[src/rtl/slpi_pkg.sv]
package slpi_pkg;

    localparam int DEPTH_DEFAULT = 16;
    localparam int CODE_W        = 4;

    localparam logic [CODE_W-1:0] CODE_READY = 4'd12;
    localparam logic [CODE_W-1:0] CODE_INIT  = 4'd9;

    localparam logic [15:0] SLOW_RST  = 16'd500;
    localparam logic [15:0] PAUSE_RST = 16'd1500;
    localparam logic [15:0] IDLE_RST  = 16'd2000;

    localparam logic [1:0] CFG_SLOW  = 2'd0;
    localparam logic [1:0] CFG_PAUSE = 2'd1;
    localparam logic [1:0] CFG_IDLE  = 2'd2;

    localparam logic [2:0] LED_OFF = 3'b000;
    localparam logic [2:0] LED_R   = 3'b001;
    localparam logic [2:0] LED_Y   = 3'b010;
    localparam logic [2:0] LED_G   = 3'b100;

    typedef enum logic [1:0] {
        OP_TICK   = 2'd0,
        OP_ADD    = 2'd1,
        OP_REMOVE = 2'd2,
        OP_QUERY  = 2'd3
    } t_op;

    typedef enum logic [1:0] {
        K_STEADY = 2'd0,
        K_BLINK  = 2'd1,
        K_NONE   = 2'd2,
        K_WAIT   = 2'd3
    } t_kind;

    typedef struct packed {
        logic [2:0] rank;
        t_kind      kind;
        logic [2:0] led;
        logic [2:0] count;
    } t_info;

    typedef struct packed {
        logic [15:0] slow;
        logic [15:0] pause;
        logic [15:0] idle;
    } t_cfg;

    typedef struct packed {
        logic              start;
        logic              empty;
        logic              step;
        logic [CODE_W-1:0] code;
    } t_seq_cmd;

    typedef struct packed {
        logic at_start;
        logic left_zero;
    } t_seq_stat;

    function automatic t_info code_info(input logic [CODE_W-1:0] code);
        t_info r;
        case (code)
            4'd0:    r = '{3'd6, K_STEADY, LED_R, 3'd0};
            4'd1:    r = '{3'd5, K_BLINK,  LED_R, 3'd2};
            4'd2:    r = '{3'd5, K_BLINK,  LED_R, 3'd3};
            4'd3:    r = '{3'd4, K_STEADY, LED_Y, 3'd0};
            4'd4:    r = '{3'd3, K_BLINK,  LED_Y, 3'd1};
            4'd5:    r = '{3'd3, K_BLINK,  LED_Y, 3'd2};
            4'd6:    r = '{3'd3, K_BLINK,  LED_Y, 3'd3};
            4'd7:    r = '{3'd3, K_BLINK,  LED_Y, 3'd4};
            4'd8:    r = '{3'd2, K_STEADY, LED_G, 3'd0};
            4'd9:    r = '{3'd2, K_BLINK,  LED_G, 3'd1};
            4'd10:   r = '{3'd2, K_BLINK,  LED_G, 3'd2};
            4'd11:   r = '{3'd2, K_BLINK,  LED_G, 3'd3};
            4'd12:   r = '{3'd1, K_NONE,   LED_OFF, 3'd0};
            4'd13:   r = '{3'd1, K_NONE,   LED_OFF, 3'd0};
            default: r = '{3'd1, K_WAIT,   LED_OFF, 3'd0};
        endcase
        return r;
    endfunction

endpackage

[src/rtl/slpi_table_ram.sv]
module slpi_table_ram
    import slpi_pkg::*;
#(
    parameter int DEPTH = DEPTH_DEFAULT
) (
    input  logic                     i_clk,
    input  logic                     i_we,
    input  logic [$clog2(DEPTH)-1:0] i_waddr,
    input  logic [CODE_W-1:0]        i_wdata,
    input  logic                     i_re,
    input  logic [$clog2(DEPTH)-1:0] i_raddr,
    output logic [CODE_W-1:0]        o_rdata
);

    logic [CODE_W-1:0] mem [DEPTH];
    logic [CODE_W-1:0] r_rdata;

    always_ff @(posedge i_clk) begin
        if (i_we) begin
            mem[i_waddr] <= i_wdata;
        end
    end

    always_ff @(posedge i_clk) begin
        if (i_re) begin
            r_rdata <= mem[i_raddr];
        end
    end

    assign o_rdata = r_rdata;

endmodule

[src/rtl/slpi_seq.sv]
module slpi_seq
    import slpi_pkg::*;
(
    input  logic      i_clk,
    input  logic      i_rst_n,
    input  t_cfg      i_cfg,
    input  t_seq_cmd  i_cmd,
    output t_seq_stat o_stat,
    output logic [2:0] o_led
);

    typedef enum logic [2:0] {
        PH_START = 3'd0,
        PH_ON    = 3'd1,
        PH_OFF   = 3'd2,
        PH_IDLE  = 3'd3,
        PH_PAUSE = 3'd4,
        PH_EMPTY = 3'd5
    } t_phase;

    t_phase            r_phase,  n_phase;
    logic [15:0]       r_left,   n_left;
    logic [2:0]        r_blinks, n_blinks;
    logic [CODE_W-1:0] r_shown,  n_shown;
    logic [2:0]        r_led,    n_led;
    t_info             info_s;
    t_info             info_c;
    logic [2:0]        blinks_dec;

    always_comb begin
        n_phase    = r_phase;
        n_left     = r_left;
        n_blinks   = r_blinks;
        n_shown    = r_shown;
        n_led      = r_led;
        info_s     = code_info(i_cmd.code);
        info_c     = code_info(r_shown);
        blinks_dec = (r_blinks != 3'd0) ? r_blinks - 3'd1 : 3'd0;
        if (i_cmd.start) begin
            n_led = LED_OFF;
            if (i_cmd.empty) begin
                n_phase = PH_EMPTY;
                n_left  = i_cfg.idle;
            end else begin
                n_shown = i_cmd.code;
                case (info_s.kind)
                    K_STEADY: begin
                        n_led   = info_s.led;
                        n_phase = PH_PAUSE;
                        n_left  = i_cfg.pause;
                    end
                    K_BLINK: begin
                        n_blinks = info_s.count;
                        n_led    = info_s.led;
                        n_phase  = PH_ON;
                        n_left   = i_cfg.slow;
                    end
                    K_WAIT: begin
                        n_phase = PH_IDLE;
                        n_left  = i_cfg.idle;
                    end
                    default: begin
                        n_phase = PH_PAUSE;
                        n_left  = i_cfg.pause;
                    end
                endcase
            end
        end else if (i_cmd.step) begin
            if (r_left != 16'd0) begin
                n_left = r_left - 16'd1;
            end else begin
                case (r_phase)
                    PH_ON: begin
                        n_led   = r_led & ~info_c.led;
                        n_phase = PH_OFF;
                        n_left  = i_cfg.slow;
                    end
                    PH_OFF: begin
                        n_blinks = blinks_dec;
                        if (blinks_dec != 3'd0) begin
                            n_led   = r_led | info_c.led;
                            n_phase = PH_ON;
                            n_left  = i_cfg.slow;
                        end else begin
                            n_phase = PH_PAUSE;
                            n_left  = i_cfg.pause;
                        end
                    end
                    PH_IDLE: begin
                        n_phase = PH_PAUSE;
                        n_left  = i_cfg.pause;
                    end
                    default: begin
                        n_phase = PH_START;
                        n_left  = 16'd0;
                    end
                endcase
            end
        end
    end

    always_ff @(posedge i_clk) begin
        if (!i_rst_n) begin
            r_phase  <= PH_START;
            r_left   <= 16'd0;
            r_blinks <= 3'd0;
            r_shown  <= '0;
            r_led    <= LED_OFF;
        end else begin
            r_phase  <= n_phase;
            r_left   <= n_left;
            r_blinks <= n_blinks;
            r_shown  <= n_shown;
            r_led    <= n_led;
        end
    end

    assign o_stat = '{
        at_start:  !(r_phase == PH_ON || r_phase == PH_OFF || r_phase == PH_IDLE
                     || r_phase == PH_PAUSE || r_phase == PH_EMPTY),
        left_zero: (r_left == 16'd0)
    };
    assign o_led  = r_led;

endmodule

[src/rtl/status_led_priority_indicator.sv]
// Add/remove/query walk the table, then pass through a decision step, an optional shift, an
// optional append and a result step. Ticks step the sequencer, with a table walk for each
// pattern start, then load a result. One item at a time: the next beat is taken the cycle
// after the result loads; a result waits to load while the previous result is still unaccepted.
// Reset is synchronous; the first cycle after reset writes the initial code into entry 0.
module status_led_priority_indicator
    import slpi_pkg::*;
#(
    parameter int TABLE_DEPTH = DEPTH_DEFAULT
) (
    input  logic        i_clk,
    input  logic        i_rst_n,
    input  logic        i_in_valid,
    output logic        o_in_ready,
    input  logic [1:0]  i_operation,
    input  logic [3:0]  i_status_code,
    output logic        o_out_valid,
    input  logic        i_out_ready,
    output logic        o_led_red,
    output logic        o_led_yellow,
    output logic        o_led_green,
    output logic        o_status_found,
    output logic [4:0]  o_entry_count,
    output logic        o_insert_dropped,
    input  logic        i_cfg_we,
    input  logic [1:0]  i_cfg_index,
    input  logic [15:0] i_cfg_data
);

    localparam int AW = $clog2(TABLE_DEPTH);
    localparam int CW = $clog2(TABLE_DEPTH + 1);
    localparam logic [CW-1:0] DEPTH_C = CW'(TABLE_DEPTH);

    typedef enum logic [2:0] {
        S_INIT   = 3'd0,
        S_IDLE   = 3'd1,
        S_SCAN   = 3'd2,
        S_APPLY  = 3'd3,
        S_SHIFT  = 3'd4,
        S_APPEND = 3'd5,
        S_TICK   = 3'd6,
        S_DONE   = 3'd7
    } t_state;

    t_state            r_state,   n_state;
    t_op               r_op,      n_op;
    logic [CODE_W-1:0] r_code,    n_code;
    logic [CW-1:0]     r_count,   n_count;
    logic              r_started, n_started;
    logic [CW-1:0]     r_rd,      n_rd;
    logic              r_rv,      n_rv;
    logic [AW-1:0]     r_ra,      n_ra;
    logic              r_chit,    n_chit;
    logic [AW-1:0]     r_cpos,    n_cpos;
    logic              r_rhit,    n_rhit;
    logic [AW-1:0]     r_rpos,    n_rpos;
    logic [CODE_W-1:0] r_best,    n_best;
    logic [2:0]        r_brank,   n_brank;
    logic              r_found,   n_found;
    logic              r_drop,    n_drop;
    logic              r_ovalid,  n_ovalid;
    logic [2:0]        r_o_led,   n_o_led;
    logic              r_o_found, n_o_found;
    logic [4:0]        r_o_count, n_o_count;
    logic              r_o_drop,  n_o_drop;
    t_cfg              r_cfg;

    logic              ram_we;
    logic [AW-1:0]     ram_waddr;
    logic [CODE_W-1:0] ram_wdata;
    logic              ram_re;
    logic [CODE_W-1:0] ram_rdata;
    logic              issue;
    t_info             rd_info;
    t_seq_cmd          seq_cmd;
    t_seq_stat         seq_stat;
    logic [2:0]        seq_led;

    slpi_table_ram #(
        .DEPTH (TABLE_DEPTH)
    ) u_ram (
        .i_clk   (i_clk),
        .i_we    (ram_we),
        .i_waddr (ram_waddr),
        .i_wdata (ram_wdata),
        .i_re    (ram_re),
        .i_raddr (r_rd[AW-1:0]),
        .o_rdata (ram_rdata)
    );

    slpi_seq u_seq (
        .i_clk   (i_clk),
        .i_rst_n (i_rst_n),
        .i_cfg   (r_cfg),
        .i_cmd   (seq_cmd),
        .o_stat  (seq_stat),
        .o_led   (seq_led)
    );

    always_comb begin
        n_state   = r_state;
        n_op      = r_op;
        n_code    = r_code;
        n_count   = r_count;
        n_started = r_started;
        n_rd      = r_rd;
        n_rv      = r_rv;
        n_ra      = r_ra;
        n_chit    = r_chit;
        n_cpos    = r_cpos;
        n_rhit    = r_rhit;
        n_rpos    = r_rpos;
        n_best    = r_best;
        n_brank   = r_brank;
        n_found   = r_found;
        n_drop    = r_drop;
        n_ovalid  = r_ovalid && !i_out_ready;
        n_o_led   = r_o_led;
        n_o_found = r_o_found;
        n_o_count = r_o_count;
        n_o_drop  = r_o_drop;
        ram_we    = 1'b0;
        ram_waddr = '0;
        ram_wdata = '0;
        ram_re    = 1'b0;
        seq_cmd   = '0;
        issue     = (r_rd < r_count);
        rd_info   = code_info(ram_rdata);

        case (r_state)
            S_INIT: begin
                ram_we    = 1'b1;
                ram_wdata = CODE_INIT;
                n_state   = S_IDLE;
            end
            S_IDLE: begin
                if (i_in_valid) begin
                    n_op      = t_op'(i_operation);
                    n_code    = i_status_code;
                    n_found   = 1'b0;
                    n_drop    = 1'b0;
                    n_started = 1'b0;
                    n_rd      = '0;
                    n_rv      = 1'b0;
                    n_chit    = 1'b0;
                    n_rhit    = 1'b0;
                    n_state   = (t_op'(i_operation) == OP_TICK) ? S_TICK : S_SCAN;
                end
            end
            S_SCAN: begin
                ram_re = issue;
                n_rv   = issue;
                n_ra   = r_rd[AW-1:0];
                if (issue) begin
                    n_rd = r_rd + 1'b1;
                end
                if (r_rv) begin
                    if (ram_rdata == r_code && !r_chit) begin
                        n_chit = 1'b1;
                        n_cpos = r_ra;
                    end
                    if (ram_rdata == CODE_READY && !r_rhit) begin
                        n_rhit = 1'b1;
                        n_rpos = r_ra;
                    end
                    if (r_ra == '0 || rd_info.rank > r_brank) begin
                        n_best  = ram_rdata;
                        n_brank = rd_info.rank;
                    end
                end
                if (!issue && !r_rv) begin
                    if (r_op == OP_TICK) begin
                        seq_cmd.start = 1'b1;
                        seq_cmd.code  = r_best;
                        n_state       = S_TICK;
                    end else begin
                        n_state = S_APPLY;
                    end
                end
            end
            S_APPLY: begin
                n_rv = 1'b0;
                case (r_op)
                    OP_QUERY: begin
                        n_found = r_chit;
                        n_state = S_DONE;
                    end
                    OP_REMOVE: begin
                        if (r_chit) begin
                            n_rd    = CW'(r_cpos) + 1'b1;
                            n_state = S_SHIFT;
                        end else begin
                            n_state = S_DONE;
                        end
                    end
                    OP_ADD: begin
                        if (r_code != CODE_READY && r_rhit) begin
                            n_rd    = CW'(r_rpos) + 1'b1;
                            n_state = S_SHIFT;
                        end else if (!r_chit) begin
                            n_state = S_APPEND;
                        end else begin
                            n_state = S_DONE;
                        end
                    end
                    default: n_state = S_DONE;
                endcase
            end
            S_SHIFT: begin
                ram_re = issue;
                n_rv   = issue;
                n_ra   = r_rd[AW-1:0];
                if (issue) begin
                    n_rd = r_rd + 1'b1;
                end
                if (r_rv) begin
                    ram_we    = 1'b1;
                    ram_waddr = r_ra - 1'b1;
                    ram_wdata = ram_rdata;
                end
                if (!issue && !r_rv) begin
                    n_count = r_count - 1'b1;
                    n_state = (r_op == OP_ADD && !r_chit) ? S_APPEND : S_DONE;
                end
            end
            S_APPEND: begin
                if (r_count < DEPTH_C) begin
                    ram_we    = 1'b1;
                    ram_waddr = r_count[AW-1:0];
                    ram_wdata = r_code;
                    n_count   = r_count + 1'b1;
                end else begin
                    n_drop = 1'b1;
                end
                n_state = S_DONE;
            end
            S_TICK: begin
                if (seq_stat.at_start) begin
                    if (r_started) begin
                        n_state = S_DONE;
                    end else begin
                        n_started = 1'b1;
                        if (r_count == '0) begin
                            seq_cmd.start = 1'b1;
                            seq_cmd.empty = 1'b1;
                        end else begin
                            n_rd    = '0;
                            n_rv    = 1'b0;
                            n_state = S_SCAN;
                        end
                    end
                end else begin
                    seq_cmd.step = 1'b1;
                    if (!seq_stat.left_zero) begin
                        n_state = S_DONE;
                    end
                end
            end
            S_DONE: begin
                if (!r_ovalid || i_out_ready) begin
                    n_ovalid  = 1'b1;
                    n_o_led   = seq_led;
                    n_o_found = r_found;
                    n_o_count = 5'(r_count);
                    n_o_drop  = r_drop;
                    n_state   = S_IDLE;
                end
            end
            default: n_state = S_IDLE;
        endcase
    end

    always_ff @(posedge i_clk) begin
        if (!i_rst_n) begin
            r_state   <= S_INIT;
            r_count   <= CW'(1);
            r_started <= 1'b0;
            r_rd      <= '0;
            r_rv      <= 1'b0;
            r_ovalid  <= 1'b0;
        end else begin
            r_state   <= n_state;
            r_count   <= n_count;
            r_started <= n_started;
            r_rd      <= n_rd;
            r_rv      <= n_rv;
            r_ovalid  <= n_ovalid;
        end
    end

    always_ff @(posedge i_clk) begin
        r_op      <= n_op;
        r_code    <= n_code;
        r_ra      <= n_ra;
        r_chit    <= n_chit;
        r_cpos    <= n_cpos;
        r_rhit    <= n_rhit;
        r_rpos    <= n_rpos;
        r_best    <= n_best;
        r_brank   <= n_brank;
        r_found   <= n_found;
        r_drop    <= n_drop;
        r_o_led   <= n_o_led;
        r_o_found <= n_o_found;
        r_o_count <= n_o_count;
        r_o_drop  <= n_o_drop;
    end

    always_ff @(posedge i_clk) begin
        if (!i_rst_n) begin
            r_cfg.slow  <= SLOW_RST;
            r_cfg.pause <= PAUSE_RST;
            r_cfg.idle  <= IDLE_RST;
        end else if (i_cfg_we) begin
            case (i_cfg_index)
                CFG_SLOW:  r_cfg.slow  <= i_cfg_data;
                CFG_PAUSE: r_cfg.pause <= i_cfg_data;
                CFG_IDLE:  r_cfg.idle  <= i_cfg_data;
                default:   r_cfg       <= r_cfg;
            endcase
        end
    end

    assign o_in_ready       = (r_state == S_IDLE);
    assign o_out_valid      = r_ovalid;
    assign o_led_red        = r_o_led[0];
    assign o_led_yellow     = r_o_led[1];
    assign o_led_green      = r_o_led[2];
    assign o_status_found   = r_o_found;
    assign o_entry_count    = r_o_count;
    assign o_insert_dropped = r_o_drop;

    a_count_bound: assert property (@(posedge i_clk) disable iff (!i_rst_n)
        r_count <= DEPTH_C)
        else $error("active count above table depth");

    a_busy_after_accept: assert property (@(posedge i_clk) disable iff (!i_rst_n)
        (i_in_valid && o_in_ready) |=> !o_in_ready)
        else $error("ready held after beat accepted");

    a_found_query_only: assert property (@(posedge i_clk) disable iff (!i_rst_n)
        (r_state == S_DONE && r_op != OP_QUERY) |-> !r_found)
        else $error("found flag set for a non-query item");

    a_one_led: assert property (@(posedge i_clk) disable iff (!i_rst_n)
        $onehot0(seq_led))
        else $error("more than one LED driven");

endmodule

[config.mk]
export PLATFORM = sky130hd
export DESIGN_NAME = status_led_priority_indicator
export DESIGN_NICKNAME = d
export VERILOG_FILES = /design/src/rtl/slpi_pkg.sv /design/src/rtl/slpi_table_ram.sv /design/src/rtl/slpi_seq.sv /design/src/rtl/status_led_priority_indicator.sv
export SDC_FILE = /design/constraint.sdc
export NUM_CORES = 1
export LEC_CHECK = 0
export BUFFER_PORTS_ARGS = -buffer_cell sky130_fd_sc_hd__buf_4
export CAP_MARGIN = 20
export CORE_UTILIZATION = 35
export CTS_CLUSTER_DIAMETER = 200
export CTS_CLUSTER_SIZE = 30
export DETAILED_ROUTE_END_ITERATION = 8
export PLACE_DENSITY_LB_ADDON = 0.1
export SYNTH_ARGS = -nofsm -noshare
export SYNTH_HDL_FRONTEND = slang
export SYNTH_SLANG_ARGS = --single-unit
[constraint.sdc]
create_clock -name i_clk -period 2.8 [get_ports i_clk]
set_input_delay 0.56 -clock i_clk [delete_from_list [all_inputs] [get_ports i_clk]]
set_output_delay 0.56 -clock i_clk [all_outputs]
set_load 0.05 [all_outputs]
* Yosys cells after proc, flatten, opt, wreduce, memory -nomap -nowiden
Memory sizes are Yosys's and may differ from the RTL's. A register that Yosys moved wholly into a read port is not among the register bits.
Cells that the tools add are included.
W data, S select, Z words.
** Cells by class
- $add $sub $neg :: 8
- Multiply operators :: 0
- Div/mod/pow operators :: 0
- Magnitude comparators :: 3
- Equal/unequal tests :: 45
- Shift operators :: 0
- Muxes and demuxes :: 100
- Bitwise gates (word level) :: 4
- Reductions and logical operators :: 61
** Operators by type and width (number)
- $mux W3 :: 28
- $mux W16 :: 5
- $pmux W16 S3 :: 1
- $mux W5 :: 9
- $mux W4 :: 9
- $pmux W16 S2 :: 1
- $ne A2 B2 Y1 const B :: 14
- $pmux W3 S8 :: 1
- $mux W1 :: 21
- $reduce_and A3 Y1 :: 7
- $pmux W5 S2 :: 2
- $pmux W5 S4 :: 1
- $eq A3 B3 Y1 const B :: 6
- $logic_not A16 Y1 :: 1
- $mux W2 :: 8
- $reduce_bool A16 Y1 :: 1
- $sub A16 B1 Y16 const B :: 1
- $reduce_and A2 Y1 :: 7
- $reduce_bool A2 Y1 :: 7
- $eq A3 B2 Y1 const B :: 4
- $pmux W1 S2 :: 6
- $pmux W3 S2 :: 2
- $pmux W4 S3 :: 1
- $reduce_and A4 Y1 :: 3
- 40 further kinds :: 75
** Word-level totals
- Flip-flop bits (word level) :: 132
- Bits in latches :: 0
- Bits in writable memories :: 64
- Bits in read-only memories :: 528
- Bits of input ports :: 29
- Output and inout port bits :: 12
- Memories :: 4
** Memories
- (no name shown) :: depth 16, width 11, rd ports 1, clocked after Yosys merged registers in 0, wr ports 0, line slpi_pkg.sv:63 : case (code)
- (no name shown) :: depth 16, width 11, rd ports 1, clocked after Yosys merged registers in 0, wr ports 0, line slpi_pkg.sv:63
- (no name shown) :: depth 16, width 11, rd ports 1, clocked after Yosys merged registers in 1, wr ports 0, line slpi_pkg.sv:63
- u_ram.mem :: depth 16, width 4, rd ports 1, clocked after Yosys merged registers in 1, wr ports 1, line slpi_table_ram.sv:15 : logic [CODE_W-1:0] mem [DEPTH];

* Depth between registers and ports, before layout
- Word-level depth :: 11
- Depth in mapped cells :: 17

* Hierarchy
From an unflattened synthesis, not the netlist that was laid out.
** Unflattened totals
- Cell total of the unflattened synthesis :: 990
- Area total of the unflattened synthesis :: 10122.2 um2
** By module, submodules not included
- status_led_priority_indicator :: times used 1, cells an instance 513, area an instance 4754.6 um2, seq. area each 2452.4 um2
- slpi_table_ram :: times used 1, cells an instance 130, area an instance 2706.3 um2, seq. area each 2042.0 um2
- slpi_seq :: times used 1, cells an instance 347, area an instance 2661.3 um2, seq. area each 640.6 um2

* Worst setup path before layout
No wires, ideal clock.
- Kind :: reg2reg
- Start point :: register r_count[2]
- End point :: register u_seq.r_left[10]
- Library setup time :: 0.117 ns
- Arrival time :: 2.949 ns
- Setup slack :: -0.267 ns
- Stages on the path, launching flop included :: 17
- Buffers on the path :: 2
- Period minus slack after synthesis :: 3.067 ns
- Path through :: dfxtp_1 > inv_1 > ha_1 > a21o_1 > a31oi_1 > o21a_1 > buf_6 > nor2_2 > nand2_1 > inv_1 > ha_1 > a31o_2 > o311a_1 > buf_4 > nor2_1 > o21ai_0 > a32o_1
** RTL lines
- start: declaration :: line status_led_priority_indicator.sv:48 : logic [CW-1:0] r_count, n_count;
- start signal: assignment :: line status_led_priority_indicator.sv:283 : r_count <= n_count;
- end signal: assignment :: line slpi_seq.sv:111 : r_left <= n_left;
- end: declaration :: line slpi_seq.sv:22 : logic [15:0] r_left, n_left;

==> qor.yml <==
pwr:
  p_per_area_mw_per_mm2: 689
  power_leakage_nw: 4.22
  finalPower_mw: 8.01
  peakVddDrop_uv: 446
setup_path:
  critical_path_buf_inv_count: 4
  critPathMaxStageDelay_ns: 0.36
  crit_chain: "inv_2 > ha_4 > a21o_1 > a31oi_2 > o21a_1 > nor2_4 > nand2_4 > inv_2 > ha_4 > inv_1 > o211ai_1 > o311a_4 > buf_12 > nor2_1 > o31a_1 > o22ai_1"
  reg2reg_slack_ns: 0.01
  cp_max_fo: 7
  cp_top_family: "compound AO/OA/AOI/OAI gates"
  start_kind: "flop"
  crit_required_ns: 3.22
  path_class: "flop to flop"
  arrival_ns: 3.21
  slowest_stage: "dfxtp_2"
  endpoint_kind: "flop"
routing:
  finalWirelength_mm: 27.8
  num_vias: 7603
  drtPass1Iterations: 5
  via_per_inst: 5.29
  postRouteAntennaNets: 0
  wl_per_cell_um: 19.3
  dr.first_iter.drc_count: 642
  drc: 0
die:
  core_mm2: 0.0279
  die_h_um: 171
  fp-row-count: 61
  initial_core_util_pct: 35.9
  fp.dieW_um: 171
  ioPinCount: 41
  die-area_mm2: 0.0293
sta:
  fmax_mhz: 359
  slew_headroom_pct: 42.1
  final_max_slew_viol_count: 0
  setup_violations: 0
  fin_crit_sh_pct: 99.6
  layout_min_cycle_time_ns: 2.79
  hold_viol_final: 0
  postLayoutSetupSlackWorst_ns: 0.0116
  fin_skew_ns: 0.0275
  worst_slew_pin_slew_ns: 0.869
  rsz0062_at_grt: "true"
clocking:
  cts_buffers: 10
  clock-sinks: 203
  clk_pin_slew_worst_paths_ns: 0.13
  clk_path_buf_depth: 3
  cts_tree: "built"
  clkLatencyLatePin_ns: 0.48
  htreeDepth: 1
  cts_root_buf: "clkbuf_16"
global_routing:
  grt_pass1_wl_mm: 43.3
  grt_max_degree: 41
  antenna_found_initial: 0
  grt-ovfl-total: 0
  grt.total_usage_pct: 19.3
  grt_pass1_vias: 7170
cells_and_area:
  area_delta_synth_final_pct: 16.1
  layout-drive-gt1-share_pct: 21.0
  nNetsFinal: 1111
  final_cell_mix: "162 x nand2_1, 109 x buf_4, 107 x edfxtp_1"
  layout.cells.non_filler: 1438
  post-route-util_pct: 41.6
  final_common_cell: "nand2_1"
  antenna_cells: 0
place:
  gp_congestion: 0.817
  dp_worst_setup_slack_ns: -0.0220
  portBuffers: 40
  dp_cells: 1411
  dpl.hpwl_mm: 20.2
synth:
  netlist_instances: 984
  ys_ff_latch: 203
  synth_area_mm2: 0.0100
  yosysTopAreaCell: "edfxtp_1"
  synth.top_cell.area_share_pct: 32.1
  synth_ff_type: "edfxtp_1"
  ys_seq_area_share_pct: 51.3
  async_flop_share_pct: 0
  synth_edf_count: 107
  syn_nets: 1039
  yosysUniqueCellTypes: 88
  synth_area_leaders: "edfxtp_1 32%, dfxtp_1 19%, nand2_1 6.2%, mux4_2 4.5%, a21oi_1 4.0%"
  yosysWarnings: 0
  postSynthAreaPerCell_um2: 10.2
outcome:
  outcome: "finished, final reports clean"
job:
  drv_cap: 0
min_path:
  hp-class: "input pin to flop"
-- per-stage QoR --
stage | instance area (um2) | TNS, ns | hold WS [ns]
floorplan | 10100 | 0 | 0.400
global placement | 11100 | 0 | 0.409
detailed placement | 11100 | -0.101 | 0.411
CTS | 11600 | -0.0238 | 0.226
global route | 11600 | -1.17 | 0.225
finish | 11600 | 0 | 0.246
-- flip-flops by register name (all words and copies together), names as in the netlist, 2 cells and up, named ones only --
signal          cells
r_cpos              4
r_op                2
r_rd                5
r_code              4
u_seq.r_blinks      3
u_ram.o_rdata       4
r_best              4
u_seq.r_left       16
r_state             3
r_o_led             3
r_brank             3
u_seq.r_phase       3
u_seq.info_c        3
o_entry_count       5
r_cfg              48
r_rpos              4
r_count             5
r_ra                4
u_ram.mem          64
u_seq.r_shown       4
-- layout make-up --
class	count	area (um2)
clock buffer	15	290
clock inverter	1	8.76
fill	2768	16300
inverter	35	131
multi-input combinational	694	4690
sequential	203	5140
tap	378	473
timing repair buffer	112	886
-- synth_stat cells, types with 4 or more instances --
master and count:
a211oi_1 5, a21o_1 8, a21oi_1 80, a21oi_2 4, a22o_1 5, a22oi_1 10, a31oi_1 12, a32o_1 7
and2_1 7, and3_1 6, and3b_1 5, buf_1 6, buf_2 6, buf_4 4, clkbuf_1 33, dfxtp_1 96
edfxtp_1 107, ha_1 25, inv_1 35, mux2i_1 8, mux4_2 20, nand2_1 165, nand2b_1 7, nand3_1 39
nand3b_1 6, nor2_1 65, nor2b_1 9, nor3_1 23, nor3b_1 7, o211ai_1 5, o21a_1 5, o21ai_0 44
o21ai_1 5, o221ai_1 6, o22ai_1 4, or2_2 11, xnor2_1 11, xor2_1 5
-- cell families after synthesis --
group	count (synthesis)	share of synthesized area [%]
muxes	30	5.52
adders and majority gates	26	3.32
and+or+nand+nor	383	18.8
buffers and inverters	87	3.65
xor gates and xnor gates	16	1.40
AOI/OAI and AO/OA	239	16.0
DFF	203	51.3
-- per-layer routing --
| layer | vias up | track usage [%] | wire [um] |
|---|---|---|---|
| li1 | 3727 | - | - |
| met1 | 3707 | 29.2 | 13900 |
| met2 | 147 | 29.5 | 12400 |
| met3 | 22 | 2.50 | 1110 |
| met4 | 0 | 3.45 | 369 |
| met5 | - | 0 | 0 |
-- power breakdown --
part | leakage [nW] | internal, mW | switching [mW] | total (mW)
registers | 1.78 | 3.55 | 0.175 | 3.73
clock network | 0.145 | 0.739 | 0.980 | 1.72
logic | 2.30 | 1.05 | 1.52 | 2.57
total | 4.22 | 5.34 | 2.68 | 8.01
-- what timing repair did --
| action | 4_1_cts | 5_1_grt |
|---|---|---|
| gates resized for setup | 19 | 15 |
| setup endpoints to repair | 12 | 19 |
| gates cloned | 1 | 0 |
| pin swaps | 8 | 5 |
| setup buffers | 7 | 3 |
| hold buffers | 0 | 0 |
-- path summary, 6_finish.rpt --
check	from	to	cells past startpoint
worst max register to register	r_count[2]	u_seq.r_left[0]	16
worst min register to register	r_drop	o_insert_dropped	0
worst min-delay path	i_status_code[1]	r_code[1]	1
worst max-delay path	r_count[2]	u_seq.r_left[0]	16
No activity file was read; power rests on OpenSTA's default activity.
